<file path="config.mk">
export PLATFORM = sky130hd
export DESIGN_NAME = rqc_div
export DESIGN_NICKNAME = d
export VERILOG_FILES = /design/src/sv/rqc_pkg.sv /design/src/sv/rqc_div.sv
export SDC_FILE = /design/constraint.sdc
export NUM_CORES = 2
export LEC_CHECK = 0
export BUFFER_PORTS_ARGS = -buffer_cell sky130_fd_sc_hd__buf_2
export CAP_MARGIN = 0
export CORE_MARGIN = 4
export CORE_UTILIZATION = 60
export CTS_BUF_LIST = sky130_fd_sc_hd__clkbuf_8
export DETAILED_ROUTE_END_ITERATION = 8
export PLACE_DENSITY = 0.84
export RECOVER_POWER = 50
export SLEW_MARGIN = 15
export SYNTH_ARGS = -nofsm -noshare
export SYNTH_HDL_FRONTEND = slang
export SYNTH_SLANG_ARGS = --single-unit
</file>
<file path="constraint.sdc">
create_clock -name clk -period 19.6 [get_ports clk]
set_clock_uncertainty 0.15 [all_clocks]
set_input_delay 4.9 -clock clk [delete_from_list [all_inputs] [get_ports clk]]
set_output_delay 4.9 -clock clk [all_outputs]
set_load 0.1 [all_outputs]
</file>
<file path="src/sv/rqc_pkg.sv">
// Shared types and constants for the rectangle quad clipper.
// No dependencies; every other file refers to it by scoped names.
package rqc_pkg;

  localparam int MAX_POINTS  = 8;
  localparam int PT_IDX_W    = 3;
  localparam int PT_CNT_W    = 4;
  localparam int QUEUE_DEPTH = 2;
  localparam int COORD_W     = 32;
  localparam int HALF_W      = 31;
  localparam int IN_DATA_W   = 320;
  localparam int OUT_DATA_W  = 72;
  localparam int MAG_W       = 33;
  localparam int PROD_W      = 66;
  localparam int QUO_W       = 34;
  localparam int DIV_CNT_W   = 6;

  typedef struct packed {
    logic [HALF_W-1:0]              half_x;
    logic [HALF_W-1:0]              half_y;
    logic [3:0][COORD_W-1:0]        corner_x;
    logic [3:0][COORD_W-1:0]        corner_y;
  } quad_t;

  typedef struct packed {
    logic signed [COORD_W-1:0] x;
    logic signed [COORD_W-1:0] y;
  } point_t;

  // request to the crossing-point unit: base +/- (mag_a * mag_b / mag_d)
  typedef struct packed {
    logic                      start;
    logic [MAG_W-1:0]          mag_a;
    logic [MAG_W-1:0]          mag_b;
    logic [MAG_W-1:0]          mag_d;
    logic                      neg;
    logic signed [COORD_W-1:0] base;
  } div_req_t;

  typedef struct packed {
    logic                      done;
    logic signed [COORD_W-1:0] value;
  } div_rsp_t;

  typedef enum logic [2:0] {
    DV_IDLE,
    DV_MUL,
    DV_ADD,
    DV_PREP,
    DV_DIV,
    DV_DONE
  } div_state_t;

  typedef enum logic [2:0] {
    BK_IDLE,
    BK_LOAD,
    BK_EDGE,
    BK_WAIT,
    BK_NEXT,
    BK_STAGE,
    BK_EMIT
  } back_state_t;

endpackage

</file>
<file path="src/sv/rqc_div.sv">
// Crossing-point unit: base +/- trunc(a * b / d), one quotient bit per cycle.
// Depends on rqc_pkg for the request and response records.
module rqc_div (
  input  logic              clk,
  input  logic              rst_n,
  input  rqc_pkg::div_req_t req,
  output rqc_pkg::div_rsp_t rsp
);

  rqc_pkg::div_state_t state_r, state_nxt;

  logic [rqc_pkg::MAG_W-1:0]          a_r, b_r, d_r;
  logic                               neg_r;
  logic signed [rqc_pkg::COORD_W-1:0] base_r;
  logic [rqc_pkg::PROD_W-1:0]         prod_r;
  logic [rqc_pkg::MAG_W-1:0]          rem_r;
  logic [rqc_pkg::QUO_W-1:0]          quo_r;
  logic [rqc_pkg::DIV_CNT_W-1:0]      cnt_r;

  logic [rqc_pkg::MAG_W:0]            rem_sh;
  logic                               fits;
  logic [rqc_pkg::QUO_W-1:0]          q_eff;
  logic [rqc_pkg::QUO_W-1:0]          base_ext;

  assign rem_sh = {rem_r, quo_r[rqc_pkg::QUO_W-1]};
  assign fits   = (rem_sh >= {1'b0, d_r});

  // next state
  always_comb begin
    state_nxt = state_r;
    unique case (state_r)
      rqc_pkg::DV_IDLE: if (req.start) state_nxt = rqc_pkg::DV_MUL;
      rqc_pkg::DV_MUL:  state_nxt = rqc_pkg::DV_ADD;
      rqc_pkg::DV_ADD:  state_nxt = rqc_pkg::DV_PREP;
      rqc_pkg::DV_PREP: state_nxt = rqc_pkg::DV_DIV;
      rqc_pkg::DV_DIV:  if (cnt_r == '0) state_nxt = rqc_pkg::DV_DONE;
      rqc_pkg::DV_DONE: state_nxt = rqc_pkg::DV_IDLE;
      default:          state_nxt = rqc_pkg::DV_IDLE;
    endcase
  end

  // outputs: apply sign to the quotient, zero divisor gives the base
  always_comb begin
    q_eff     = (d_r == '0) ? '0 : quo_r;
    base_ext  = {{(rqc_pkg::QUO_W - rqc_pkg::COORD_W){base_r[rqc_pkg::COORD_W-1]}}, base_r};
    rsp.done  = (state_r == rqc_pkg::DV_DONE);
    rsp.value = neg_r ? rqc_pkg::COORD_W'(base_ext - q_eff)
                      : rqc_pkg::COORD_W'(base_ext + q_eff);
  end

  always_ff @(posedge clk) begin
    if (!rst_n) begin
      state_r <= rqc_pkg::DV_IDLE;
    end else begin
      state_r <= state_nxt;
    end
  end

  // datapath: two-part product, then restoring division
  always_ff @(posedge clk) begin
    case (state_r)
      rqc_pkg::DV_IDLE: begin
        if (req.start) begin
          a_r    <= req.mag_a;
          b_r    <= req.mag_b;
          d_r    <= req.mag_d;
          neg_r  <= req.neg;
          base_r <= req.base;
        end
      end
      rqc_pkg::DV_MUL: begin
        prod_r <= rqc_pkg::PROD_W'(a_r[rqc_pkg::MAG_W-2:0]) * rqc_pkg::PROD_W'(b_r);
      end
      rqc_pkg::DV_ADD: begin
        if (a_r[rqc_pkg::MAG_W-1]) begin
          prod_r <= prod_r + {1'b0, b_r, 32'b0};
        end
      end
      rqc_pkg::DV_PREP: begin
        rem_r <= {1'b0, prod_r[rqc_pkg::PROD_W-1:rqc_pkg::QUO_W]};
        quo_r <= prod_r[rqc_pkg::QUO_W-1:0];
        cnt_r <= rqc_pkg::DIV_CNT_W'(rqc_pkg::QUO_W - 1);
      end
      rqc_pkg::DV_DIV: begin
        rem_r <= fits ? rqc_pkg::MAG_W'(rem_sh - {1'b0, d_r})
                      : rem_sh[rqc_pkg::MAG_W-1:0];
        quo_r <= {quo_r[rqc_pkg::QUO_W-2:0], fits};
        cnt_r <= cnt_r - rqc_pkg::DIV_CNT_W'(1);
      end
      default: begin
      end
    endcase
  end

endmodule

</file>
=== Word level (Yosys, flattened, before mapping) ===
Cells that the tools add are included.

* Input bits: 135
* Flip-flop bits (word level): 274
* Logic and storage cells: 44
* Output and inout bits: 33

* Multiply operators: 1
* Order comparisons: 1
* Reduce and logical (&&, ||, !) cells: 8
* Eq/ne operators: 8
* $add $sub $neg: 5
* Mux-type cells: 11

{| class="wikitable"
|+ Operators with widths
! operator !! number
|-
| $pmux 66 s2 || 1
|-
| $pmux 34 s2 || 1
|-
| $add 66x65->66 || 1
|-
| $mux 66 || 1
|-
| $pmux 33 s2 || 1
|-
| $mul 32x33->65 || 1
|-
| $mux 32 || 2
|-
| $ge 34x33->1 || 1
|-
| $logic_not 33->1 || 1
|-
| $mux 33 || 1
|-
| $sub 33x33->33 || 1
|-
| $add 32x32->32 || 1
|-
| $sub 32x32->32 || 1
|-
| $pmux 3 s5 || 1
|-
| $pmux 6 s2 || 1
|-
| $eq 3x2->1 const B || 2
|-
| $eq 3x3->1 const B || 2
|-
| $logic_not 6->1 || 1
|-
| $mux 3 || 2
|-
| $ne 2x2->1 const B || 3
|-
| $reduce_and 2->1 || 3
|-
| $sub 6x1->6 const B || 1
|-
| $reduce_bool 2->1 || 2
|-
| $eq 3x1->1 const B || 1
|-
| $logic_not 3->1 || 1
|}

=== Longest topological paths before layout ===
* Word-level depth: 4
* Depth in mapped cells: 29
* Depth with buffers taken out: 27

=== Worst setup path before layout ===
Ideal clock, no wire load.

* Kind: input -> register
* From: in req[132] (netlist bit)
* To: reg a_r[0] (netlist bit), enable pin
* Arrival time: 18147 ps
* Path buffers: 0
* Cell stages on the path: 1
* Setup time: 992 ps
* Slack: 310 ps
* Required time: 18458 ps
* Cells stage by stage: nor4b_1

* Longest elaborated chain between the ends: 1

{| class="wikitable"
|+ RTL lines
! item !! RTL line !! source
|-
| start, declared || rqc_div.sv:6 || <nowiki>input rqc_pkg::div_req_t req,</nowiki>
|-
| $reduce_and 2->1 (no line) || - ||
|-
| end signal, assigned || rqc_div.sv:64 || <nowiki>a_r <= req.mag_a;</nowiki>
|-
| end, declared || rqc_div.sv:12 || <nowiki>logic [rqc_pkg::MAG_W-1:0] a_r, b_r, d_r;</nowiki>
|}

Every way passes these cells.
A chain may end at the register's enable or synchronous reset.

==> out/results.tsv <==
stage	metric	value	unit
run_status	status	finished, violations left	
run_status	violations	capacitance limit, slew limit	
die	die_area	87600	um^2
die	io_pins	168	
drt	wl_per_cell	20.6	um
die	initial_utilization	60.6	%
finish	fin_nets	6760	
timing	fin_tns_setup	0	ps
clock_tree	cts_sinks	274	
timing	slew_headroom	-120	%
drt	first_pass_iters	6	
timing	rsz0062_at_grt	no	
clock_tree	cts_hold_buffers	0	
clock_tree	cts_root_buf	clkbuf_8	
synth	ys_ff_latch	274	
timing	drv_slew	388	
setup_path	cp.arrival	6940	ps
finish	nFillCells	6327	
setup_path	path_depth	24	
finish	area_growth	5.57	%
placed_design	post-dp-hpwl	97300	um
setup_path	critPathMaxStageDelay	600	ps
placed_design	place_congestion	0.957	
job	cap_violations	10	
grt	grt_start_max_net_pins	100	
drt	wl	133000	um
synth	ys.flop_type	edfxtp_1	
synth	yosys_warnings	0	
setup_path	worstSetupStartpointType	register	
clock_tree	clk_pin_slew	60	ps
setup_path	critPathTopFamily	simple AND/OR/NAND/NOR gates	
setup_path	slowest_stage	nor4_1	
placed_design	port_buffers	167	
die	core_area	82100	um^2
synth	syn_area	49800	um^2
drt	drc	0	
synth	ys_top_cells_by_area	fa_1, edfxtp_1, ha_1	
die	chipWidth	296	um
drt	ant_nets	0	
clock_tree	clk_latency	720	ps
worst_hold_path	worstHoldPathType	register to register	
clock_tree	cts_resized	0	
synth	syn_inst	5308	
setup_path	reg2reg_depth	25	
synth	async_flop_share	0	%
timing	hold_viol	0	
synth	ys_types	81	
synth	syn_area_per_cell	9.37	um^2
clock_tree	cts_inserted_buffers	52	
clock_tree	post_cts_buffers	0	
synth	netlist.area_leader.share	37.4	%
grt	antenna_found_initial	4	
grt	grt_pass1_vias	40800	
worst_hold_path	hold_depth	2	
die	die_y	296	um
setup_path	crit_buf_inv	3	
timing	clock.fmax	0.0834	GHz
grt	grt_pass1_wl	213000	um
clock_tree	cts_tree	yes	
grt	track_usage	31.2	%
timing	setup_violations	0	
drt	via_per_inst	5.83	
synth	yosysSeqAreaShare	16.5	%
timing	tightest_slew	3290	ps
timing	fin_crit_sh	61.2	%
drt	drt_first_iter_violations	2904	
synth	synthesis.nets	6736	
setup_path	crit_type	register to output pin	
setup_path	cp-end-kind	output pin	
setup_path	cp_cell_sequence	nor4_1 -> nand4_1 -> nor2_1 -> nand4_1 -> buf_4 -> nand2_1 -> ha_1 -> inv_1 -> or3_1 -> nor3_1 -> nand3b_1 -> o211ai_1 -> ha_1 -> nand4_1 -> nor3_1 -> o311ai_0 -> a211o_1 -> a211oi_1 -> o31ai_1 -> a21oi_1 -> a21o_1 -> a21oi_1 -> xnor2_1 -> buf_2	
synth	synth-edff-count	271	
clock_tree	htree_num_levels	2	
synth	yosys.area.top_type	fa_1	
finish	drive_above_1_share	6.45	%
die	rows	105	
setup_path	cp_common_cell	nand4_1	
grt	grt_overflow	0	
clock_tree	cts.path.max_buffers	3	
drt	via_count	37600	
timing	fin_crit	11990	ps
setup_path	required	14550	ps
setup_path	ff2ff_setup_slack	10330	ps
setup_path	worst-path-max-fanout	33	
[routing by layer]
layer | up-vias | global-route usage (%) | wire, um
met5 | - | 0 | 39
met4 | 6 | 15.7 | 7580
met3 | 493 | 8.55 | 14900
met2 | 2022 | 50.9 | 61700
met1 | 18600 | 38.6 | 48900
li1 | 16500 | - | -
[cell usage in the layout (no fill, tap or decap), drive strengths merged, types with 19 or more instances in the layout]
| cell type | count |
|---|---|
| ha | 364 |
| xor2 | 64 |
| o21ai | 144 |
| a21oi | 166 |
| nand2b | 25 |
| a211oi | 21 |
| inv | 1004 |
| mux2i | 34 |
| xnor2 | 94 |
| nand3 | 40 |
| fa | 929 |
| nor3 | 37 |
| nor2 | 162 |
| and2 | 497 |
| buf | 237 |
| edfxtp | 271 |
| o21a | 19 |
| clkbuf | 63 |
| nand4 | 26 |
| a21o | 84 |
| nor2b | 24 |
| nand2 | 851 |
[cells in the mapped netlist, types with 6 or more instances]
cell type / instances
inv_1: 984
fa_1: 929
nand2_1: 850
and2_1: 497
ha_1: 364
edfxtp_1: 271
clkbuf_1: 261
nor2_1: 162
a21oi_1: 161
o21ai_0: 107
xnor2_1: 94
a21o_1: 84
xor2_1: 64
nand3_1: 40
mux2i_1: 34
o21ai_1: 33
nor3_1: 32
nand4_1: 26
nand2b_1: 25
nor2b_1: 23
a211oi_1: 19
o21a_1: 19
nor4_1: 18
o21bai_1: 18
a31oi_1: 17
o211ai_1: 14
and3_1: 12
o31ai_1: 10
or3_1: 9
a221o_1: 6
nand3b_1: 6
[cell families (layout without fill, tap and decap cells)]
logic type      after synthesis  in the layout  synth area share, %
simple gates               1724           1724                 16.5
compound gates              566            566                 7.36
flops                       274            274                 16.5
buf+inv                    1257           1325                 9.58
other cells                   0              5                    0
xor+xnor                    158            158                 2.78
mux                          36             36                0.729
fa+ha+maj                  1293           1293                 46.5
[worst min-delay path: cells and delay by family (launching register included)]
kind	cells	cell delay [ps]
flops	1	320
simple gates	2	110
[layout make-up]
class | instances | area, um^2 | area share (%)
repair buffers | 243 | 1380 | 2.63
diodes | 5 | 12.5 | 0.0238
flip-flops and latches | 274 | 8200 | 15.6
inverters | 984 | 3690 | 7.03
clock buffers | 57 | 785 | 1.49
well taps | 1070 | 1340 | 2.55
multi-input cells | 3777 | 36800 | 70.0
clock inverters | 41 | 339 | 0.646
[path summary, 6_finish.rpt]
path | from | to
max | d_r[27] | rsp[31]
min | prod_r[1] | quo_r[1]
max reg2reg | b_r[0] | prod_r[57]
min reg2reg | prod_r[1] | quo_r[1]
[state kept, by name, indices dropped and copies added (netlist names)]
name / flops
d_r: 33
prod_r: 66
cnt_r: 6
a_r: 33
neg_r: 1
base_r: 32
state_r: 3
rem_r: 33
b_r: 33
quo_r: 34
[per-stage QoR]
step / area [um^2] / instances / hold WS (ps) / setup slack (ps) / utilization [%]
after global routing: 52500 / 6449 / 380 / 7130 / 64.0
after CTS: 52600 / 6445 / 342 / 7620 / 64.1
after global placement: 51500 / 6347 / 344 / 8480 / 62.7
after floorplan: 49800 / 5308 / 341 / 310 / -
after detailed placement: 51500 / 6347 / 347 / 8400 / 62.7
final: 52500 / 6451 / 344 / 7610 / 64.0
Power is not shown: default switching activity piles up to over one toggle a cycle in this logic, so the estimate is an artifact.
