**config.mk**
```make
export PLATFORM = sky130hd
export DESIGN_NAME = rqc_back
export DESIGN_NICKNAME = d
export VERILOG_FILES = /design/src/sv/rqc_pkg.sv /design/src/sv/rqc_back.sv
export SDC_FILE = /design/constraint.sdc
export NUM_CORES = 2
export LEC_CHECK = 0
export ABC_AREA = 0
export BUFFER_PORTS_ARGS = -buffer_cell sky130_fd_sc_hd__buf_2
export CORE_ASPECT_RATIO = 1.4
export CORE_UTILIZATION = 35
export CTS_BUF_LIST = sky130_fd_sc_hd__clkbuf_4 sky130_fd_sc_hd__clkbuf_8
export DETAILED_ROUTE_END_ITERATION = 8
export PLACE_DENSITY = 0.62
export SLEW_MARGIN = 20
export SYNTH_ARGS = -nofsm -noshare
export SYNTH_HDL_FRONTEND = slang
export SYNTH_SLANG_ARGS = --single-unit
```
**constraint.sdc**
```tcl
create_clock -name clk -period 16.91 [get_ports clk]
set_clock_uncertainty 0.05 [all_clocks]
set_input_delay 3.382 -clock clk [delete_from_list [all_inputs] [get_ports clk]]
set_output_delay 3.382 -clock clk [all_outputs]
set_load 0.01 [all_outputs]
```
**src/sv/rqc_pkg.sv**
```systemverilog
// Shared types and constants for the rectangle quad clipper.
// No dependencies; every other file refers to it by scoped names.
package rqc_pkg;

  localparam int MAX_POINTS  = 8;
  localparam int PT_IDX_W    = 3;
  localparam int PT_CNT_W    = 4;
  localparam int QUEUE_DEPTH = 2;
  localparam int COORD_W     = 32;
  localparam int HALF_W      = 31;
  localparam int IN_DATA_W   = 320;
  localparam int OUT_DATA_W  = 72;
  localparam int MAG_W       = 33;
  localparam int PROD_W      = 66;
  localparam int QUO_W       = 34;
  localparam int DIV_CNT_W   = 6;

  typedef struct packed {
    logic [HALF_W-1:0]              half_x;
    logic [HALF_W-1:0]              half_y;
    logic [3:0][COORD_W-1:0]        corner_x;
    logic [3:0][COORD_W-1:0]        corner_y;
  } quad_t;

  typedef struct packed {
    logic signed [COORD_W-1:0] x;
    logic signed [COORD_W-1:0] y;
  } point_t;

  // request to the crossing-point unit: base +/- (mag_a * mag_b / mag_d)
  typedef struct packed {
    logic                      start;
    logic [MAG_W-1:0]          mag_a;
    logic [MAG_W-1:0]          mag_b;
    logic [MAG_W-1:0]          mag_d;
    logic                      neg;
    logic signed [COORD_W-1:0] base;
  } div_req_t;

  typedef struct packed {
    logic                      done;
    logic signed [COORD_W-1:0] value;
  } div_rsp_t;

  typedef enum logic [2:0] {
    DV_IDLE,
    DV_MUL,
    DV_ADD,
    DV_PREP,
    DV_DIV,
    DV_DONE
  } div_state_t;

  typedef enum logic [2:0] {
    BK_IDLE,
    BK_LOAD,
    BK_EDGE,
    BK_WAIT,
    BK_NEXT,
    BK_STAGE,
    BK_EMIT
  } back_state_t;

endpackage

```
**src/sv/rqc_back.sv**
```systemverilog
// Clip engine: runs up to four half-plane passes and emits the polygon.
// Depends on rqc_pkg; drives the crossing-point unit rqc_div.
module rqc_back (
  input  logic                            clk,
  input  logic                            rst_n,
  input  logic                            q_valid,
  input  rqc_pkg::quad_t                  q_data,
  output logic                            q_pop,
  output rqc_pkg::div_req_t               div_req,
  input  rqc_pkg::div_rsp_t               div_rsp,
  output logic                            out_tvalid,
  input  logic                            out_tready,
  output logic [rqc_pkg::OUT_DATA_W-1:0]  out_tdata,
  output logic                            out_tlast,
  output logic                            out_tuser
);

  localparam int NP = rqc_pkg::MAX_POINTS;
  localparam int IW = rqc_pkg::PT_IDX_W;
  localparam int CW = rqc_pkg::PT_CNT_W;

  rqc_pkg::back_state_t state_r, state_nxt;

  rqc_pkg::point_t               buf_r [2][NP];
  logic [rqc_pkg::HALF_W-1:0]    half_x_r, half_y_r;
  logic [1:0]                    stage_r;
  logic                          cb_r;
  logic [CW-1:0]                 ncur_r, nn_r;
  logic [IW-1:0]                 idx_r;
  logic                          cap_r;
  rqc_pkg::point_t               first_r, prev_r;

  logic                          out_valid_r;
  logic signed [31:0]            out_x_r, out_y_r;
  logic [IW-1:0]                 out_idx_r;
  logic                          out_last_r, out_empty_r;

  logic [IW-1:0]                 rd_idx;
  rqc_pkg::point_t               rd_pt, n_pt;
  logic                          last_edge;
  logic                          dir, negside;
  logic signed [32:0]            h, lim;
  logic signed [32:0]            p_d, p_o, n_d, n_o;
  logic                          pin, nin;
  logic signed [32:0]            dd, den;
  logic signed [33:0]            num;
  logic                          wr_en;
  rqc_pkg::point_t               wr_pt;
  rqc_pkg::point_t               cross_pt;
  logic                          out_load;
  logic                          emit_last;
  logic                          nn_full;

  // edge endpoints: previous vertex and the following one (wraps to first)
  always_comb begin
    unique case (state_r)
      rqc_pkg::BK_LOAD: rd_idx = '0;
      rqc_pkg::BK_EMIT: rd_idx = idx_r;
      default:          rd_idx = idx_r + IW'(1);
    endcase
  end
  assign rd_pt     = buf_r[cb_r][rd_idx];
  assign last_edge = ({1'b0, idx_r} + CW'(1)) == ncur_r;
  assign n_pt      = last_edge ? first_r : rd_pt;

  // clip line of this pass
  assign dir     = stage_r[1];
  assign negside = !stage_r[0];
  assign h       = dir ? $signed({2'b00, half_y_r}) : $signed({2'b00, half_x_r});
  assign lim     = negside ? -h : h;
  assign p_d     = dir ? 33'(prev_r.y) : 33'(prev_r.x);
  assign p_o     = dir ? 33'(prev_r.x) : 33'(prev_r.y);
  assign n_d     = dir ? 33'(n_pt.y) : 33'(n_pt.x);
  assign n_o     = dir ? 33'(n_pt.x) : 33'(n_pt.y);
  assign pin     = negside ? (p_d > lim) : (p_d < lim);
  assign nin     = negside ? (n_d > lim) : (n_d < lim);

  // crossing-point operands
  assign dd  = n_o - p_o;
  assign num = 34'(lim) - 34'(p_d);
  assign den = n_d - p_d;
  always_comb begin
    div_req.mag_a = dd[32] ? 33'(-dd) : 33'(dd);
    div_req.mag_b = num[33] ? 33'(-num) : 33'(num);
    div_req.mag_d = den[32] ? 33'(-den) : 33'(den);
    div_req.neg   = dd[32] ^ num[33] ^ den[32];
    div_req.base  = prev_r.x;
    if (!dir) begin
      div_req.base = prev_r.y;
    end
    div_req.start = (state_r == rqc_pkg::BK_EDGE) && (pin != nin) &&
                    !(pin && nn_full);
  end

  assign nn_full = (nn_r == CW'(NP - 1));

  // crossing point lies on the clip line
  always_comb begin
    cross_pt = '0;
    if (dir) begin
      cross_pt.y = lim[31:0];
      cross_pt.x = div_rsp.value;
    end else begin
      cross_pt.x = lim[31:0];
      cross_pt.y = div_rsp.value;
    end
  end

  // write of the next pass's polygon
  always_comb begin
    wr_en = 1'b0;
    wr_pt = prev_r;
    if (state_r == rqc_pkg::BK_EDGE && pin) begin
      wr_en = 1'b1;
    end else if (state_r == rqc_pkg::BK_WAIT && div_rsp.done) begin
      wr_en = 1'b1;
      wr_pt = cross_pt;
    end
  end

  assign out_load  = (state_r == rqc_pkg::BK_EMIT) && (!out_valid_r || out_tready);
  assign emit_last = (ncur_r == '0) || (({1'b0, idx_r} + CW'(1)) == ncur_r);
  assign q_pop     = (state_r == rqc_pkg::BK_IDLE) && q_valid;

  // next state
  always_comb begin
    state_nxt = state_r;
    unique case (state_r)
      rqc_pkg::BK_IDLE:  if (q_valid) state_nxt = rqc_pkg::BK_LOAD;
      rqc_pkg::BK_LOAD:  state_nxt = (ncur_r == '0) ? rqc_pkg::BK_EMIT : rqc_pkg::BK_EDGE;
      rqc_pkg::BK_EDGE: begin
        if (pin && nn_full)  state_nxt = rqc_pkg::BK_STAGE;
        else if (pin != nin) state_nxt = rqc_pkg::BK_WAIT;
        else                 state_nxt = rqc_pkg::BK_NEXT;
      end
      rqc_pkg::BK_WAIT: begin
        if (div_rsp.done) state_nxt = nn_full ? rqc_pkg::BK_STAGE : rqc_pkg::BK_NEXT;
      end
      rqc_pkg::BK_NEXT:  state_nxt = last_edge ? rqc_pkg::BK_STAGE : rqc_pkg::BK_EDGE;
      rqc_pkg::BK_STAGE: begin
        state_nxt = (cap_r || stage_r == 2'd3 || nn_r == CW'(NP)) ?
                    rqc_pkg::BK_EMIT : rqc_pkg::BK_LOAD;
      end
      rqc_pkg::BK_EMIT:  if (out_load && emit_last) state_nxt = rqc_pkg::BK_IDLE;
      default:           state_nxt = rqc_pkg::BK_IDLE;
    endcase
  end

  always_ff @(posedge clk) begin
    if (!rst_n) begin
      state_r <= rqc_pkg::BK_IDLE;
    end else begin
      state_r <= state_nxt;
    end
  end

  // pass bookkeeping
  always_ff @(posedge clk) begin
    if (!rst_n) begin
      stage_r <= '0;
      cb_r    <= 1'b0;
      ncur_r  <= '0;
      nn_r    <= '0;
      idx_r   <= '0;
      cap_r   <= 1'b0;
    end else begin
      unique case (state_r)
        rqc_pkg::BK_IDLE: begin
          stage_r <= '0;
          cb_r    <= 1'b0;
          ncur_r  <= CW'(4);
          cap_r   <= 1'b0;
        end
        rqc_pkg::BK_LOAD: begin
          idx_r <= '0;
          nn_r  <= '0;
        end
        rqc_pkg::BK_EDGE: begin
          if (pin) nn_r <= nn_r + CW'(1);
          if (pin && nn_full) cap_r <= 1'b1;
        end
        rqc_pkg::BK_WAIT: begin
          if (div_rsp.done) begin
            nn_r <= nn_r + CW'(1);
            if (nn_full) cap_r <= 1'b1;
          end
        end
        rqc_pkg::BK_NEXT: begin
          idx_r <= idx_r + IW'(1);
        end
        rqc_pkg::BK_STAGE: begin
          ncur_r  <= nn_r;
          cb_r    <= !cb_r;
          stage_r <= stage_r + 2'd1;
          idx_r   <= '0;
        end
        rqc_pkg::BK_EMIT: begin
          if (out_load) idx_r <= idx_r + IW'(1);
        end
        default: begin
        end
      endcase
    end
  end

  // vertex storage and edge registers
  always_ff @(posedge clk) begin
    if (state_r == rqc_pkg::BK_IDLE && q_valid) begin
      half_x_r <= q_data.half_x;
      half_y_r <= q_data.half_y;
      for (int k = 0; k < 4; k++) begin
        buf_r[0][k].x <= q_data.corner_x[k];
        buf_r[0][k].y <= q_data.corner_y[k];
      end
    end
    if (wr_en) begin
      buf_r[!cb_r][nn_r[IW-1:0]] <= wr_pt;
    end
    if (state_r == rqc_pkg::BK_LOAD) begin
      first_r <= rd_pt;
      prev_r  <= rd_pt;
    end
    if (state_r == rqc_pkg::BK_NEXT) begin
      prev_r <= n_pt;
    end
  end

  // output register: holds a word until it is taken
  always_ff @(posedge clk) begin
    if (!rst_n) begin
      out_valid_r <= 1'b0;
    end else if (out_load) begin
      out_valid_r <= 1'b1;
    end else if (out_tready) begin
      out_valid_r <= 1'b0;
    end
  end

  always_ff @(posedge clk) begin
    if (out_load) begin
      out_idx_r   <= idx_r;
      out_last_r  <= emit_last;
      out_empty_r <= (ncur_r == '0);
      out_x_r     <= (ncur_r == '0) ? '0 : rd_pt.x;
      out_y_r     <= (ncur_r == '0) ? '0 : rd_pt.y;
    end
  end

  assign out_tvalid = out_valid_r;
  assign out_tdata  = {5'b0, out_idx_r, out_y_r, out_x_r};
  assign out_tlast  = out_last_r;
  assign out_tuser  = out_empty_r;

endmodule

```
Yosys cells after proc, flatten, opt, wreduce, memory -nomap -nowiden
Memories as Yosys holds them, arrays and structs flattened. A register that Yosys moved wholly into a read port is not among the register bits.
Cells that the tools add are included.
{ "totals": {"reg_bits": 278, "mem_bits_rw": 1024, "output_inout_bits": 209, "word_cells": 149, "mem_count": 1} }
{ "op_classes": {"n_addsub": 11, "magnitude_cmp": 7, "eq_ne": 18, "muxes": 59, "bitwise": 4, "n_reduce_logical": 30} }
{ "mem_list": {"columns": ["memory", "depth", "word_bits", "read_ports", "rd_ports_with_merged_regs", "write_ports", "line", "source"], "rows": [
  ["buf_r", 2, 512, 1, 1, 1, "rqc_back.sv:24", "rqc_pkg::point_t buf_r [2][NP];"]
]} }
{ "op_table": {"columns": ["cell", "n"], "rows": [
  ["two-way mux 512 bit", 3],
  ["two-way mux 64 bit", 9],
  ["OR reduction 512 bit", 1],
  ["two-way mux 33 bit", 8],
  ["binary-select mux 64 bit (select 3 bit)", 1],
  ["demux 64 bit (select 3 bit)", 1],
  ["negation 33 bit", 3],
  ["> comparator 33 bit", 2],
  ["less-than comparator 33 bit", 2],
  ["subtractor 33 bit", 2],
  ["subtractor 33 x 33 -> 34 bit", 1],
  ["negation 31 -> 33 bit", 1],
  ["two-way mux 32 bit", 1],
  ["two-way mux 31 bit", 1],
  ["two-way mux 3 bit", 9],
  ["case mux 3 bit (7 select lines)", 1],
  ["two-way mux 1 bit", 16],
  ["case mux 4 bit (3 select lines)", 1],
  ["inequality test 2 bit, second input constant", 5],
  ["equality test 3 bit, second input constant", 3],
  ["logical AND 1 bit", 9],
  ["case mux 3 bit (3 select lines)", 1],
  ["nonzero test 3 bit", 3],
  [">= comparator 4 bit, second input constant", 2],
  ["other kinds (30)", 43]
]} }

Logic depth before layout (Yosys ltp)
{ "logic_depth": {"ltp_word": 14, "ltp_mapped": 30, "depth_no_buf": 23} }

Worst setup path after synthesis
Ideal clock, no wire load.
{ "synth_timing": {"kind": "flip-flop to flip-flop", "start": "register stage_r[1]", "end": "memory buf_r[0][448] (netlist bit) (enable)", "setup_time_ns": 0.581, "arrival_time_ns": 11.279, "path_slack_ns": 5.000, "path_stages_with_launch": 27, "path_buffers": 9, "synth_period_minus_slack_ns": 11.910, "path_cell_list": "dfxtp_1 -> clkbuf_1 -> buf_1 -> buf_1 -> buf_2 -> buf_2 -> clkbuf_1 -> buf_1 -> clkbuf_1 -> a21oi_1 -> ha_1 -> o221ai_1 -> nor4_1 -> o2111ai_1 -> nor2_1 -> a21oi_1 -> xnor2_1 -> ha_1 -> o21ai_0 -> a21oi_1 -> a221oi_1 -> a21oi_1 -> or3_1 -> a21oi_1 -> clkbuf_1 -> o211ai_1 -> o31ai_1"} }
{ "synth_via": {"elab_chain_len": 11, "elab_cells_between_ends": 14, "classes_between": "add/sub: 1; order compare: 2; mux: 9; reduce/logical: 2"} }
{ "synth_rtl": {"columns": ["item", "line", "source"], "rows": [
  ["from (decl)", "rqc_back.sv:26", "logic [1:0] stage_r;"],
  ["from (signal assigned)", "rqc_back.sv:194", "stage_r <= stage_r + 2'd1;"],
  ["two-way mux 31 bit", "rqc_back.sv:69", "assign h = dir ? $signed({2'b00, half_y_r}) : $signed({2'b00, half_x_r});"],
  ["negation 31 -> 33 bit", "rqc_back.sv:70", "assign lim = negside ? -h : h;"],
  ["two-way mux 33 bit", "rqc_back.sv:70", null],
  ["> comparator 33 bit / less-than comparator 33 bit (equally long branches)", "rqc_back.sv:75", "assign pin = negside ? (p_d > lim) : (p_d < lim);"],
  ["two-way mux 1 bit (*)", "rqc_back.sv:75", null],
  ["logical AND 1 bit (*)", "rqc_back.sv:113", "if (state_r == rqc_pkg::BK_EDGE && pin) begin"],
  ["two-way mux 1 bit (*)", "rqc_back.sv:113", null],
  ["two-way mux 1 bit (*)", "rqc_back.sv:216", "if (wr_en) begin"],
  ["two-way mux 512 bit (implied by the code) (*)", "rqc_back.sv:217", "buf_r[!cb_r][nn_r[IW-1:0]] <= wr_pt;"],
  ["OR reduction 512 bit (no line)", null, null],
  ["two-way mux 1 bit (no line) / two-way mux 512 bit (equally long branches)", null, null],
  ["to (decl)", "rqc_back.sv:24", null]
]} }
Every way passes the cells marked *; elsewhere a longest branch is shown, timed or not.

==> results by group <==
Outcome
  • Status: complete, no violations

Finish
  • Post-route cell area: about 0.075 mm²
  • Share of cells above drive strength 1: a little over a quarter
  • FILL cells: roughly 17000
  • P&R area growth vs syn: 15.6%
  • NumNets Final: approximately 5700

Floorplanning
  • Horiz. Die Dim: 366 µm
  • FP Rows: around 190
  • Core area: 0.184 mm²
  • Starting density of the core: about a third
  • Die area: approximately 0.19 mm²
  • Die Ht: 511 µm
  • # IOs: between 500 and 600

Global routing
  • Initial antenna violation count: 43
  • GRT overflow: 0
  • Total track usage: between 20% and 30%
  • Vias in the first global route: 43200
  • Global-route wire length before repair: approximately 320 mm
  • Largest net degree at the start of global routing: 129

Yosys
  • Post-synth cell types: 94
  • Dominant cell type by area after synthesis: edfxtp_1
  • EDFF count, synth: around 1300
  • Top_reg_cell synth: edfxtp_1
  • Synth warnings: 0
  • Seq/Total Area, Yosys: about three fifths
  • Most common cell in the netlist: edfxtp_1
  • Mapped Avg Cell Area: between 10 and 15 µm²
  • Fraction of the mapped netlist area in adder cells: 2.76%
  • Post-Syn Area: between 0.06 and 0.07 mm²
  • Ys async rst share: 0%
  • Synth Area in XOR/XNOR: between 2 and 3%
  • Synth Area in Compound Gates: 11.2%
  • Seq cells post-synth: 1303
  • Synth top area share: between 50 and 60%
  • Simple-Gate Fraction of Synth Area: a little over 7%
  • Synth area leaders: edfxtp_1 (59%), mux4_2 (8.9%), mux2i_1 (3.4%)
  • Gate Count Post-Synth: between 4000 and 5000
  • Post-synth top cells: edfxtp_1 (1283), nand2_1 (299), a21o_1 (279)
  • Multiplexer share of the synthesized area: between 10 and 15%
  • Largest family of logic cells by synthesized area: multiplexers

Setup path
  • Slowest CP cell: or4_2
  • CP endpoint: div_req[131]
  • WP depth: 23
  • R2r endpoint: buf_r[0][331]
  • Crit path largest cell delay: between 0.8 and 0.9 ns
  • Bufs and invs on worst path: 5
  • Setup slack, reg-to-reg: roughly 6.5 ns
  • R2R depth: 22
  • Crit path max fanout: between 100 and 150
  • WP data required: 13.48 ns
  • Critical path class: flip-flop to output pin
  • WP data arrival: ~11 ns
  • Startpoint class of the critical path: flip-flop
  • CP delay by family, top: compound AO/OA/AOI/OAI gates
  • Setup crit end kind: output pin
  • Setup crit start: state_r[0]
  • Worst r2r src: stage_r[1]
  • Cell Chain, Critical Path: inv_1 -> nor2_1 -> nand2_1 -> inv_2 -> buf_4 -> o21ai_0 -> a32oi_4 -> buf_12 -> nand2_1 -> a31oi_1 -> mux2i_1 -> mux2i_1 -> ha_1 -> a21oi_1 -> nand2b_1 -> a31oi_1 -> a31o_2 -> o311ai_0 -> nand3b_1 -> or4_2 -> or4_1 -> nor2_1 -> buf_2

Drt
  • Wire per inst: 29.6 µm
  • Via Count: 45200
  • Drt drc: 0
  • Final wirelength: approximately 230 mm
  • Vias per cell: approximately 5.8
  • TritonRoute pass-1 iters: 9
  • ANT nets after route: 0
  • 1st-iter DRT viols: 5347

Clocking
  • Post-CTS Setup Inserts: 0
  • Post-CTS Hold Buffers: 0
  • Longest Clk Path Bufs: 3
  • H-tree levels: 4
  • Post-CTS resize count: 0
  • CTS clk-pin slew, worst paths: ~0.070 ns
  • Worst-skew pair later-pin latency: around 0.97 ns
  • Number of buffers created by CTS: ~200
  • Clock sinks: ~1300
  • Root buffer cell: clkbuf_8
  • CTS tree: yes

Timing
  • Tcrit/Tclk final: between 80% and 90%
  • Pins over their slew limit: 0
  • Final setup violation count: 0
  • Fmax: around 70 MHz
  • Slew @ Worst Pin: about 1.1 ns
  • WHS: 0.488 ns
  • Unrepaired setup endpoints after global routing: false
  • Setup ws final: ~3 ns
  • Final Hold Viols: 0
  • Slew headroom: 23.6%
  • Sum Neg Setup Slack: 0 ns
  • Fin crit period: 13.98 ns

Flow run
  • Maxcap violations: 0

Placement
  • HPWL after DPL: 168 mm
  • Final GP Congestion: around 0.99
  • Port bufs: around 560
  • Pre-CTS WS: approximately 4.1 ns
  • DP Area: 0.0708 mm²

Hold path
  • Min-delay worst type: flip-flop to flip-flop
-- cells in the final DEF, fill, tap and decap left out, drive strengths merged, types with 119 or more instances in the layout --
master	instances
a21o	281
ha	138
nor2	183
mux4	256
mux2i	223
a21oi	172
xnor2	138
buf	655
clkbuf	269
edfxtp	1283
inv	119
and2	150
nand2	299
o21ai	194
-- worst min-delay path by stage --
| stage | startpoint | end | slack [ns] | cells after the start |
|---|---|---|---|---|
| 3_3_place_gp | cap_r | cap_r | 0.49 | 2 |
| 4_1_cts | first_r[43] | prev_r[43] | 0.49 | 1 |
| 2_1_floorplan | idx_r[1] | out_idx_r[1] | 0.45 | 0 |
| 5_1_grt | first_r[43] | prev_r[43] | 0.53 | 1 |
| 3_5_place_dp | cap_r | cap_r | 0.50 | 2 |
| 6_report | first_r[43] | prev_r[43] | 0.49 | 1 |
-- flip-flops by register name, indices dropped and copies added, names as in the netlist, 31 cells and up, named ones only --
signal,count
out_y_r,32
half_x_r,31
buf_r,1024
prev_r,64
half_y_r,31
first_r,64
out_x_r,32
-- per-stage QoR --
| step | utilization (%) | instances |
|---|---|---|
| 2_1_floorplan | - | 4589 |
| 3_3_place_gp | 38.5 | 7427 |
| 3_5_place_dp | 38.5 | 7427 |
| 4_1_cts | 40.7 | 7803 |
| 5_1_grt | 40.8 | 7806 |
| 6_report | 40.8 | 7825 |
-- worst reg2reg max path, stage by stage (launching register included) --
cell and delay, ns:
dfxtp_4 0.66, nor2b_1 0.29, a21oi_1 0.69, ha_1 0.32, o221ai_1 0.22, nor4_1 0.55
o2111ai_1 0.42, nor2_1 0.62, a21oi_1 0.27, xnor2_1 0.23, ha_1 0.57, nand3_1 0.19
nor4_1 0.40, o211a_1 0.25, o31ai_1 0.12, a21oi_1 0.64, o211ai_1 0.32, a21oi_4 0.24
buf_4 0.69, o211ai_1 0.56, o21ai_4 0.51, buf_4 0.59, buf_4 0.66
-- layout make-up --
type	count	area, µm²	area share [%]
diodes	22	55.1	0.0734
clock buffers	269	3300	4.40
clock inverters	107	835	1.11
inverters	111	417	0.556
multi-input cells	2914	24800	33.1
flip-flops and latches	1303	38900	51.9
well taps	2444	3060	4.08
repair buffers	655	3600	4.80
-- kinds of logic (layout without fill, tap and decap cells) --
logic type               after synthesis  count (layout)
flip-flops                          1303            1303
AO/OA/AOI/OAI                       1066            1066
AND/OR/NAND/NOR                      928             928
multiplexers                         572             572
buffers and inverters                372            1142
XOR/XNOR                             202             202
adder cells (fa/ha/maj)              141             141
other                                  1              27
-- routing by layer --
layer / global-route usage, % / routed length (µm)
met5: 0 / 102
met4: 7.90 / 7600
met3: 4.63 / 22600
met2: 36.5 / 103000
met1: 34.6 / 98000
Power is left out: the tool's default activity adds up to more than one toggle a clock period on the data nets, which glitch-free logic cannot reach.
