**config.mk**
```make
export PLATFORM = sky130hd
export DESIGN_NAME = rqc_front
export DESIGN_NICKNAME = d
export VERILOG_FILES = /design/src/sv/rqc_pkg.sv /design/src/sv/rqc_front.sv
export SDC_FILE = /design/constraint.sdc
export NUM_CORES = 1
export LEC_CHECK = 0
export ABC_CLOCK_PERIOD_IN_PS = 15000
export BUFFER_PORTS_ARGS = -buffer_cell sky130_fd_sc_hd__buf_2
export CAP_MARGIN = 40
export CORE_AREA = 2 2 251 253
export CTS_CLUSTER_SIZE = 10
export DETAILED_ROUTE_END_ITERATION = 7
export DIE_AREA = 0 0 253 255
export GPL_ROUTABILITY_DRIVEN = 0
export PLACE_DENSITY = 0.6
export SYNTH_ARGS = -nofsm -noshare
export SYNTH_HDL_FRONTEND = slang
export SYNTH_SLANG_ARGS = --single-unit
```
**constraint.sdc**
```tcl
create_clock -name clk -period 15 [get_ports clk]
set_clock_uncertainty 0.05 [all_clocks]
set_input_delay 2.25 -clock clk [delete_from_list [all_inputs] [get_ports clk]]
set_output_delay 2.25 -clock clk [all_outputs]
set_load 0.005 [all_outputs]
```
**src/sv/rqc_pkg.sv**
```systemverilog
// Shared types and constants for the rectangle quad clipper.
// No dependencies; every other file refers to it by scoped names.
package rqc_pkg;

  localparam int MAX_POINTS  = 8;
  localparam int PT_IDX_W    = 3;
  localparam int PT_CNT_W    = 4;
  localparam int QUEUE_DEPTH = 2;
  localparam int COORD_W     = 32;
  localparam int HALF_W      = 31;
  localparam int IN_DATA_W   = 320;
  localparam int OUT_DATA_W  = 72;
  localparam int MAG_W       = 33;
  localparam int PROD_W      = 66;
  localparam int QUO_W       = 34;
  localparam int DIV_CNT_W   = 6;

  typedef struct packed {
    logic [HALF_W-1:0]              half_x;
    logic [HALF_W-1:0]              half_y;
    logic [3:0][COORD_W-1:0]        corner_x;
    logic [3:0][COORD_W-1:0]        corner_y;
  } quad_t;

  typedef struct packed {
    logic signed [COORD_W-1:0] x;
    logic signed [COORD_W-1:0] y;
  } point_t;

  // request to the crossing-point unit: base +/- (mag_a * mag_b / mag_d)
  typedef struct packed {
    logic                      start;
    logic [MAG_W-1:0]          mag_a;
    logic [MAG_W-1:0]          mag_b;
    logic [MAG_W-1:0]          mag_d;
    logic                      neg;
    logic signed [COORD_W-1:0] base;
  } div_req_t;

  typedef struct packed {
    logic                      done;
    logic signed [COORD_W-1:0] value;
  } div_rsp_t;

  typedef enum logic [2:0] {
    DV_IDLE,
    DV_MUL,
    DV_ADD,
    DV_PREP,
    DV_DIV,
    DV_DONE
  } div_state_t;

  typedef enum logic [2:0] {
    BK_IDLE,
    BK_LOAD,
    BK_EDGE,
    BK_WAIT,
    BK_NEXT,
    BK_STAGE,
    BK_EMIT
  } back_state_t;

endpackage

```
**src/sv/rqc_front.sv**
```systemverilog
// Input side of the clipper: accepts quad words and queues them.
// Depends on rqc_pkg for the quad record.
module rqc_front #(
  parameter int DEPTH = rqc_pkg::QUEUE_DEPTH
) (
  input  logic                           clk,
  input  logic                           rst_n,
  input  logic                           in_tvalid,
  output logic                           in_tready,
  input  logic [rqc_pkg::IN_DATA_W-1:0]  in_tdata,
  output logic                           q_valid,
  output rqc_pkg::quad_t                 q_data,
  input  logic                           q_pop
);

  localparam int AW = (DEPTH > 1) ? $clog2(DEPTH) : 1;
  localparam int CW = $clog2(DEPTH + 1);

  rqc_pkg::quad_t  mem_r [DEPTH];
  logic [AW-1:0]   wr_ptr_r, wr_ptr_nxt;
  logic [AW-1:0]   rd_ptr_r, rd_ptr_nxt;
  logic [CW-1:0]   count_r, count_nxt;
  rqc_pkg::quad_t  in_quad;
  logic            push, pop;

  // unpack the fields of the incoming word
  always_comb begin
    in_quad.half_x = in_tdata[30:0];
    in_quad.half_y = in_tdata[61:31];
    for (int k = 0; k < 4; k++) begin
      in_quad.corner_x[k] = in_tdata[62 + 64*k +: 32];
      in_quad.corner_y[k] = in_tdata[94 + 64*k +: 32];
    end
  end

  assign in_tready = (count_r != CW'(DEPTH));
  assign push      = in_tvalid && in_tready;
  assign pop       = q_pop && (count_r != '0);
  assign q_valid   = (count_r != '0);
  assign q_data    = mem_r[rd_ptr_r];

  // advance pointers with wrap at the queue depth
  always_comb begin
    wr_ptr_nxt = wr_ptr_r;
    rd_ptr_nxt = rd_ptr_r;
    count_nxt  = count_r;
    if (push) begin
      wr_ptr_nxt = (wr_ptr_r == AW'(DEPTH - 1)) ? '0 : wr_ptr_r + AW'(1);
    end
    if (pop) begin
      rd_ptr_nxt = (rd_ptr_r == AW'(DEPTH - 1)) ? '0 : rd_ptr_r + AW'(1);
    end
    if (push && !pop) begin
      count_nxt = count_r + CW'(1);
    end else if (pop && !push) begin
      count_nxt = count_r - CW'(1);
    end
  end

  always_ff @(posedge clk) begin
    if (!rst_n) begin
      wr_ptr_r <= '0;
      rd_ptr_r <= '0;
      count_r  <= '0;
    end else begin
      wr_ptr_r <= wr_ptr_nxt;
      rd_ptr_r <= rd_ptr_nxt;
      count_r  <= count_nxt;
    end
  end

  // store the word
  always_ff @(posedge clk) begin
    if (push) begin
      mem_r[wr_ptr_r] <= in_quad;
    end
  end

endmodule

```
**Word level (Yosys, flattened, before mapping)**

Memories as Yosys holds them, arrays and structs flattened. A register that Yosys moved wholly into a read port is not among the register bits.
Cells that the tools add are included.

- Bits of input ports: 324
- Output and inout port bits: 320
- Logic and storage cells: 25
- Memories: 1
- Memory bits (writable): 636
- Register bits: 4

Memory list:

| name | words | bits a word | rd ports | clocked after Yosys merged registers in | write ports | RTL line | RTL |
|---|---|---|---|---|---|---|---|
| mem_r | 2 | 318 | 1 | 1 | 1 | rqc_front.sv:19 | `rqc_pkg::quad_t mem_r [DEPTH];` |

- Reductions and logical operators: 8
- Add/subtract/negate cells: 4
- Mux-type cells: 8
- Equality and inequality tests: 1

Operator list:

| cell | number |
|---|---|
| $mux 1 | 6 |
| $logic_and 1x1->1 | 4 |
| $mux 2 | 2 |
| $reduce_bool 2->1 | 2 |
| $add 1x1->1 const B | 2 |
| $add 2x1->2 const B | 1 |
| $logic_not 1->1 | 2 |
| $ne 2x2->1 const B | 1 |
| $sub 2x1->2 const B | 1 |

**Depth between registers and ports, before layout**

Gate-level depths: netlist (run 1).

- Depth in word-level cells: 6
- Depth in mapped cells: 6
- Mapped depth without buffers: 6

**Least setup slack after synthesis (run 1)**

No wires, ideal clock.

- Path kind: in2reg
- From: input port in_tvalid
- To: memory mem_r[1][0] (netlist bit) (enable)
- Arrival: 9528 ps
- Stages on the path: 1
- Required time: 14228 ps
- Buffers on the path: 0
- Setup time: 722 ps
- Slack: 4699 ps
- Path through: and3_1

- Cells in the longest elaborated chain, start to end: 3

Ends and longest elaborated chain:

| element | RTL line | RTL |
|---|---|---|
| start, declared | rqc_front.sv:8 | `input logic in_tvalid,` |
| $logic_and 1x1->1 | rqc_front.sv:37 | `assign push = in_tvalid && in_tready;` |
| $mux 1 | rqc_front.sv:74 | `if (push) begin` |
| $mux 1 (not written as such) | rqc_front.sv:75 | `mem_r[wr_ptr_r] <= in_quad;` |
| end, declared | rqc_front.sv:19 |  |

No other way between the ends.

==> impl_metrics.tcl, run 1 <==
set metrics [dict create \
    worst_hold_startpoint "count_r[1]" \
    global_route.usage.total_pct 15.14 \
    tritoncts "built" \
    regToRegEndpoint "mem_r[0][123]" \
    holdBufCountCts 0 \
    filler_cells 5251 \
    max_clock_freq_mhz 169.5 \
    tritoncts_num_sinks 641 \
    r2r.worst_path.cells 5 \
    cell_leakage_power_nw 11.22 \
    cts-buffers-inserted 76 \
    setup_viol_count_final 0 \
    timing.final.hold_violations 0 \
    clk_pin_slew_ns 0.05 \
    multi_input_area_sq_um 4093 \
    worst_hold_path.num_cells 2 \
    seq_area_frac_synth_pct 81.56 \
    slew_at_the_pin_with_the_worst_max_slew_slack_ns 0.9955 \
    crit_type "register to output port" \
    layout-drive-gt1-share_pct 61.45 \
    pwr_density_cell_nw_per_um2 168.1 \
    grt_antenna_before_repair 21 \
    syn_nets 1338 \
    grt_overflow 0 \
    placement.io_buffers 641 \
    cp_max_fanout 50 \
    cp_cell_sequence "buf_12 -> buf_4 -> buf_4 -> mux2_2 -> buf_2" \
    wl_per_cell_um 20.54 \
    final.hold.worst_slack_ns 0.5000 \
    final_max_slew_viol_count 0 \
    chipWidth_um 253 \
    post_synth_num_cell_types 21 \
    detail_route.drc_violations 0 \
    critical-path-top-cell-by-count "buf_4" \
    max_stage_delay_ns 0.79 \
    timing.hold.worst_endpoint "count_r[1]" \
    signal_arrival_time_at_the_worst_endpoint_ns 3.60 \
    postRouteWirelength_um 52260 \
    first_pass_grt_wire_length_um 73030 \
    setup-tns-final_ns 0 \
    max-vdd-ir-drop_mv 0.09809 \
    r2r_slack_ns 12.12 \
    slew_headroom_pct 33.63 \
    floorplan.rows 92 \
    drt_pre_antenna_iters 6 \
    finish.net_count 2038 \
    dr.first_iter.drc_count 498 \
    run_status "finished clean" \
    cpMaxStageDelayCell "buf_4" \
    dpl.hpwl_um 35890 \
    worstSetupEndpointType "output port" \
    area_growth_pct 27.03 \
    netlist_instances 1013 \
    number_of_global_route_vias_before_repair 12510 \
    clkLatencyLatePin_ns 0.58 \
    htree_levels 3 \
    syn_area_per_cell_sq_um 23.24 \
    max-clock-path-buffers 3 \
    rsz0062_at_grt "false" \
    dr_total_vias 12000 \
    crit_path_start_kind "register" \
    clk_root_buffer_cell "clkbuf_16" \
    seqCellArea_sq_um 19200 \
    yosys_register_bits 641 \
    final_period_demand_of_the_worst_path_ns 5.898 \
    cts_repair_resize_count 0 \
    start_util_pct 37.87 \
    vias_per_cell 4.714 \
    postRouteAntennaNets 0 \
    design.core.area_sq_um 62160 \
    io_pins 644 \
    fp.dieH_um 255 \
    netlist_area_sq_um 23540 \
    grt_start_max_net_pins 145 \
    final_min_period_over_clock_period_pct 39.32 \
    hp-class "register to register" \
    synth.yosys.warnings 0 \
    maxCapViolCount 0 \
    start_of_the_worst_register_to_register_path "count_r[0]" \
    postCtsSetupRepairBufs 0 \
    required_time_at_the_worst_slack_endpoint_ns 12.70 \
    die-area_sq_um 64520 \
]
-- report_power, final --
group	internal [mW]	switching (mW)	total [mW]	leakage (nW)
registers	2.24	0.0580	2.30	5.98
logic	0.576	0.563	1.14	4.21
clock network	0.926	0.662	1.59	1.02
total	3.74	1.28	5.03	11.2
-- cell families after synthesis --
group / synth area share [%]
XOR/XNOR: 0.1116
buffers and inverters: 1.074
adder cells (fa/ha/maj): 0.05315
flip-flops: 81.56
multiplexers: 16.81
AO/OA/AOI/OAI: 0.1489
AND/OR/NAND/NOR: 0.2446
-- state kept, by name, indices dropped and copies added (netlist names), named ones only --
register  count
mem_r       636
count_r       2
wr_ptr_r      1
rd_ptr_r      1
-- cell usage after synthesis --
library cell,number,share of area (%)
ha_1,1,0.053
and3_1,1,0.027
nand2b_1,1,0.027
a21boi_0,1,0.032
a21bo_2,1,0.043
mux2_2,218,10
inv_1,1,0.016
edfxtp_1,636,81
buf_2,22,0.47
or2_2,1,0.027
and2_1,4,0.11
buf_4,2,0.064
o21ai_0,2,0.043
nand3b_1,1,0.032
xor2_1,1,0.037
buf_6,11,0.53
a21boi_1,1,0.032
mux2_4,100,6.4
or3_1,1,0.027
xnor2_1,2,0.074
dfxtp_1,5,0.43
-- cell usage in the layout (no fill, tap or decap), types with 2 or more instances in the layout --
| cell type | n |
|---|---|
| buf_2 | 641 |
| edfxtp_1 | 636 |
| mux2_2 | 218 |
| mux2_4 | 100 |
| clkbuf_16 | 77 |
| diode_2 | 13 |
| clkbuf_1 | 11 |
| buf_4 | 8 |
| buf_16 | 5 |
| and2_1 | 4 |
| dfxtp_1 | 4 |
| inv_6 | 3 |
| buf_12 | 3 |
| o21ai_0 | 2 |
| xnor2_1 | 2 |
| inv_16 | 2 |
| clkinv_1 | 2 |
-- critical path: cells and delay by family, from the launching register on --
family | cells | cell delay, ns
buf+inv | 4 | 1.84
mux | 1 | 0.44
flops | 1 | 0.65
-- metrics by stage --
stage | power (mW) | setup slack (ns) | area, sq um | std cells | util (%)
4_1_cts | 5.104 | 8.920 | 29870 | 2532 | 48.05
3_5_place_dp | 3.498 | 9.563 | 27770 | 2434 | 44.68
3_3_place_gp | 3.463 | 9.438 | 27610 | 2428 | 44.42
6_report | 5.026 | 9.102 | 29900 | 2545 | 48.10
2_1_floorplan | 3.060 | 4.699 | 23540 | 1013 | -
5_1_grt | 5.244 | 8.841 | 29900 | 2544 | 48.10
-- area by class of cell --
type	count	share of cell area, %
Multi-Input combinational cell	336	13.69
Clock buffer	88	6.582
Clock inverter	10	0.4310
Antenna cell	13	0.1088
Inverter	1	0.03766
Sequential cell	641	64.22
Timing Repair Buffer	657	11.59
Tap cell	799	3.343
-- per-layer routing --
metal  GRT usage (%)  up-vias  share of wire, %
met5               0        -              0.15
met4           7.202       16               3.5
met1           16.10     5979                36
li1                -     5447                 -
met3           5.675      115               8.2
met2           26.60      441                52
-- worst max path at each step --
| stage | from | endpoint | slack, ns |
|---|---|---|---|
| floorplan | in_tvalid | mem_r[1][0] | 4.70 |
| global placement | register | q_data[88] | 9.44 |
| detailed placement | register | q_data[88] | 9.56 |
| CTS | register | q_data[88] | 8.92 |
| global route | register | q_data[88] | 8.84 |
| finish | register | q_data[88] | 9.10 |
(Power assumes the default switching activity.)
==> run 2, diff against run 1 <==
ABC_CLOCK_PERIOD_IN_PS = 5600   (was 15000)
CORE_AREA = 2 2 250 252   (was 2 2 251 253)
DIE_AREA = 0 0 252 254   (was 0 0 253 255)
PLACE_DENSITY = 0.61   (was 0.6)
clock period = 5.6 ns   (was 15 ns; I/O delays follow)
==> impl_metrics.tcl, run 2 (synthesized netlist as in run 1, its figures left out) <==
set metrics [dict create \
    total_power_mw 13.43 \
    setup_viol_count_final 0 \
    cts-buffers-inserted 75 \
    tritoncts_num_sinks 641 \
    dpl.hpwl_um 36080 \
    switching_share_pct 25.13 \
    placement.io_buffers 641 \
    reg.largest.list "mem_r x636, count_r x2" \
    dr.first_iter.drc_count 709 \
    p_int_mw 10.05 \
    postRouteAntennaNets 0 \
    crit_path_start_kind "register" \
    signal_arrival_time_at_the_worst_endpoint_ns 2.68 \
    cell_leakage_power_nw 11.21 \
    wl_per_cell_um 20.69 \
    area_growth_pct 26.92 \
    clk_pin_slew_ns 0.05 \
    seqCellArea_sq_um 19200 \
    pwr-share-seq_pct 45.9 \
    power.switching_mw 3.375 \
    pwr_density_cell_nw_per_um2 449.5 \
    finish.net_count 2039 \
    detail_route.drc_violations 0 \
    cts_repair_resize_count 0 \
    clkPwrFrac_pct 31.7 \
    worstSetupEndpointType "output port" \
    number_of_global_route_vias_before_repair 12590 \
    chipWidth_um 252 \
    final_period_demand_of_the_worst_path_ns 3.572 \
    regMostFlops "mem_r" \
    floorplan.rows 91 \
    start_util_pct 38.43 \
    dr_total_vias 11950 \
    design.core.area_sq_um 61260 \
    multi_input_area_sq_um 4093 \
    clk_root_buffer_cell "clkbuf_16" \
    largest_register_ffs 636 \
    max-clock-path-buffers 3 \
    clkLatencyLatePin_ns 0.58 \
    most_frequent_cells_in_the_layout "buf_2, edfxtp_1, mux2_2, mux2_4, clkbuf_16" \
    max_stage_delay_ns 0.69 \
    rsz0062_at_grt "false" \
    io_pins 644 \
    grt_start_max_net_pins 134 \
    drt_pre_antenna_iters 4 \
    cp_max_fanout 38 \
    filler_cells 5162 \
    maxCapViolCount 0 \
    final_max_slew_viol_count 0 \
    run_status "finished clean" \
    dpl.cell_count 2427 \
    required_time_at_the_worst_slack_endpoint_ns 4.71 \
    holdBufCountCts 0 \
    vias_per_cell 4.717 \
    layout-drive-gt1-share_pct 61.62 \
    grt_antenna_before_repair 25 \
    worst_hold_startpoint "in_tdata[157]" \
    slew_at_the_pin_with_the_worst_max_slew_slack_ns 0.9635 \
    layoutNonFillerInstCount 2534 \
    slew_headroom_pct 35.77 \
    hp-class "primary input to register" \
    max-vdd-ir-drop_mv 0.3422 \
    start_of_the_worst_register_to_register_path "count_r[0]" \
    tritoncts "built" \
    timing.final.hold_violations 0 \
    die-area_sq_um 64010 \
    grt_overflow 0 \
    postRouteWirelength_um 52440 \
    most_common_library_cell_in_the_layout_ignoring_fill_and_taps "buf_2" \
    cp_cell_sequence "buf_12 -> buf_4 -> mux2_2 -> buf_2" \
    fp.dieH_um 254 \
    crit_type "register to output port" \
    max_clock_freq_mhz 280.0 \
    global_route.usage.total_pct 15.60 \
    final_min_period_over_clock_period_pct 63.78 \
    htree_levels 3 \
    comb_power_share_pct 22.5 \
    cpMaxStageDelayCell "dfxtp_4" \
    postCtsSetupRepairBufs 0 \
    first_pass_grt_wire_length_um 74780 \
]
[run 2: power by group through the flow]
stage / clock network, mW / logic (mW) / registers (mW)
3_3_place_gp: 0 / 2.99 / 6.27
6_report: 4.25 / 3.02 / 6.16
5_1_grt: 4.57 / 3.24 / 6.21
4_1_cts: 4.39 / 3.09 / 6.17
3_5_place_dp: 0 / 3.07 / 6.26
2_1_floorplan: 0 / 1.80 / 6.30
[run 2: final cells by class]
cell class,count,area share (%)
flip-flops and latches,641,64.28
multi-input cells,336,13.70
repair buffers,659,11.62
clock buffers,84,6.609
well taps,790,3.309
clock inverters,9,0.3476
diodes,14,0.1173
inverters,1,0.02513
[run 2: path summary, 6_finish.rpt]
path                   end  slack, ns  cells after the start
min reg2reg     count_r[1]       0.48                      2
max reg2reg  mem_r[0][200]       2.96                      5
min          mem_r[0][191]       0.38                      1
max             q_data[49]       2.03                      4
[run 2: layer usage]
layer / up-vias / track usage, % / wire length [um]
li1: 5456 / - / -
met1: 5897 / 16.88 / 18660
met2: 461 / 26.64 / 26840
met3: 117 / 6.934 / 5271
met4: 22 / 6.475 / 1508
met5: - / 0 / 153
[run 2: critical path, delay by kind of cell, from the launching register on]
family | cells | cell delay (ns)
flip-flops | 1 | 0.69
buffers and inverters | 3 | 0.92
multiplexers | 1 | 0.43
[run 2: stage by stage]
step           setup TNS, ns  area, sq um  utilization [%]  hold slack (ns)  worst slack [ns]
2_1_floorplan        -183.74        23540                -           0.4326           -0.5778
3_3_place_gp               0        27690            45.20           0.4456             2.421
3_5_place_dp               0        27760            45.32           0.4844             2.562
4_1_cts                    0        29840            48.71           0.3313             1.913
5_1_grt                    0        29860            48.75           0.3475             1.870
6_report                   0        29870            48.77           0.3841             2.028
==> run 3, diff against run 2 <==
ABC_AREA = 1   (was unset)
ABC_CLOCK_PERIOD_IN_PS = 2900   (was 5600)
CORE_AREA = 2 2 248 250   (was 2 2 250 252)
DIE_AREA = 0 0 250 252   (was 0 0 252 254)
PLACE_DENSITY = 0.64   (was 0.61)
clock period = 2.9 ns   (was 5.6 ns; I/O delays follow)
==> impl_metrics.tcl, run 3 <==
set metrics [dict create \
    post_synth_num_cell_types 17 \
    run_status "finished clean" \
    postCtsSetupRepairBufs 0 \
    dominant_cell_by_count_in_the_synthesized_netlist "edfxtp_1" \
    synth.top_cells.by_count "edfxtp_1, mux2_2, mux2_4" \
    most_common_library_cell_in_the_layout_ignoring_fill_and_taps "buf_2" \
    regMostFlops "mem_r" \
    detail_route.drc_violations 0 \
    netlist_area_sq_um 23580 \
    dpl.hpwl_um 37510 \
    slew_at_the_pin_with_the_worst_max_slew_slack_ns 0.5816 \
    vias_per_cell 4.689 \
    post_synthesis_cell_type_with_the_largest_combined_area "edfxtp_1" \
    required_time_at_the_worst_slack_endpoint_ns 2.41 \
    timing.final.hold_violations 0 \
    grt_overflow 0 \
    grt_antenna_before_repair 3 \
    final_period_demand_of_the_worst_path_ns 2.677 \
    yosys_register_bits 641 \
    fp.dieH_um 252 \
    total_power_mw 26.17 \
    layoutNonFillerInstCount 2864 \
    setup-tns-final_ns 0 \
    postRouteWirelength_um 57220 \
    area_growth_pct 40.68 \
    asyncSetResetFlopFracSynth_pct 0 \
    clkLatencyLatePin_ns 0.60 \
    dpl.cell_count 2451 \
    start_util_pct 39.22 \
    final_min_period_over_clock_period_pct 92.32 \
    finalWorstSetupSlack_ns 0.2229 \
    post_synth_edffs 636 \
    design.core.area_sq_um 60130 \
    maxCapViolCount 0 \
    dr_total_vias 13430 \
    clk_pin_slew_ns 0.06 \
    placement_stage_cell_area_sq_um 27940 \
    reg.largest.list "mem_r x636, count_r x2" \
    preCtsSetupSlack_ns 0.8106 \
    synth_area_leaders "edfxtp_1, mux2_2, mux2_4" \
    pwr_density_cell_nw_per_um2 788.7 \
    final_area_sq_um 33170 \
    crit_type "register to output port" \
    signal_arrival_time_at_the_worst_endpoint_ns 2.19 \
    number_of_global_route_vias_before_repair 14610 \
    synth.yosys.warnings 0 \
    die-area_sq_um 63000 \
    tritoncts_num_sinks 641 \
    clk_root_buffer_cell "clkbuf_16" \
    first_pass_grt_wire_length_um 84000 \
    max-vdd-ir-drop_mv 0.5013 \
    io_pins 644 \
    floorplan.rows 90 \
    tritoncts "built" \
    yosys_most_used_dff "edfxtp_1" \
    rsz0062_at_grt "false" \
    cp_max_fanout 39 \
    final_max_slew_viol_count 0 \
    synth.top_cell.area_share_pct 80.99 \
    cell_leakage_power_nw 12.67 \
    max_clock_freq_mhz 373.5 \
    wl_per_cell_um 19.98 \
    chipWidth_um 250 \
    dr.first_iter.drc_count 610 \
    drt_pre_antenna_iters 4 \
    largest_register_ffs 636 \
    placement.io_buffers 641 \
    postRouteAntennaNets 0 \
    crit_path_start_kind "register" \
    most_frequent_cells_in_the_layout "buf_2, edfxtp_1, dlygate4sd3_1, mux2_2, mux2_4" \
    slew_headroom_pct 61.23 \
    final.hold.worst_slack_ns 0.04797 \
    hp-class "primary input to register" \
    syn_nets 1351 \
    htree_levels 3 \
    cts-buffers-inserted 74 \
    global_route.usage.total_pct 17.52 \
    setup_viol_count_final 0 \
    finalCoreUtilization_pct 55.17 \
    syn_area_per_cell_sq_um 22.98 \
    layout-drive-gt1-share_pct 52.14 \
    finish.net_count 2388 \
    netlist_instances 1026 \
    grt_start_max_net_pins 88 \
    seq_area_frac_synth_pct 81.41 \
    worstSetupEndpointType "output port" \
    max-clock-path-buffers 3 \
]
## run 3: changes by cell type after synthesis, sizes merged, moves of 2 or more
cell / before / now
and2: 4 / 0
xnor2: 2 / 0
a21boi: 2 / 0
nand2: 0 / 9
inv: 1 / 8
nor2: 0 / 8
## run 3: layout make-up
cell class / count / area (sq um)
clock buffers: 86 / 1918
inverters: 8 / 30.03
fillers: 4603 / 26960
clock inverters: 8 / 126.4
flip-flops and latches: 641 / 19200
repair buffers: 996 / 6819
diodes: 1 / 2.502
multi-input cells: 342 / 4096
well taps: 782 / 978.4
## run 3: what timing repair did
item                                    in CTS  in global routing
endpoints found under the hold margin      636                  0
endpoints found under the setup margin       0                  0
gates resized for setup                      0                  0
hold buffers                               318                  0
## run 3: power breakdown
part / internal [mW] / total (mW) / switching, mW
combinational: 3.05 / 6.02 / 2.97
sequential: 11.7 / 12.0 / 0.305
clock: 4.67 / 8.13 / 3.46
total: 19.4 / 26.2 / 6.73
## run 3: final timing paths
kind / startpoint / depth (start not counted) / endpoint / slack [ns]
worst min register to register: rd_ptr_r / 2 / rd_ptr_r / 0.46
worst max register to register: count_r[0] / 6 / mem_r[0][165] / 1.04
worst max-delay path: register / 3 / q_data[170] / 0.22
worst min-delay path: rst_n / 3 / count_r[1] / 0.05
## run 3: logic make-up after synthesis
logic type	count (synthesis)	synth area share [%]
DFF	641	81.41
muxes	318	16.78
AOI/OAI and AO/OA	4	0.09550
and+or+nand+nor	19	0.3183
adders and majority gates	1	0.05305
buffers and inverters	43	1.342
## run 3: routing by layer
layer  global-route usage (%)  up-vias  wire [um]
li1                         -     6146          -
met1                    19.12     6621      21120
met2                    31.27      544      29530
met3                    5.602      114       4659
met4                    7.699        4       1883
met5                        0        -         27
## run 3: worst max-delay path, stage by stage, from the launching register on
cell     delay [ns]
dfxtp_4        0.51
buf_4          0.52
mux2_2         0.41
buf_2          0.14
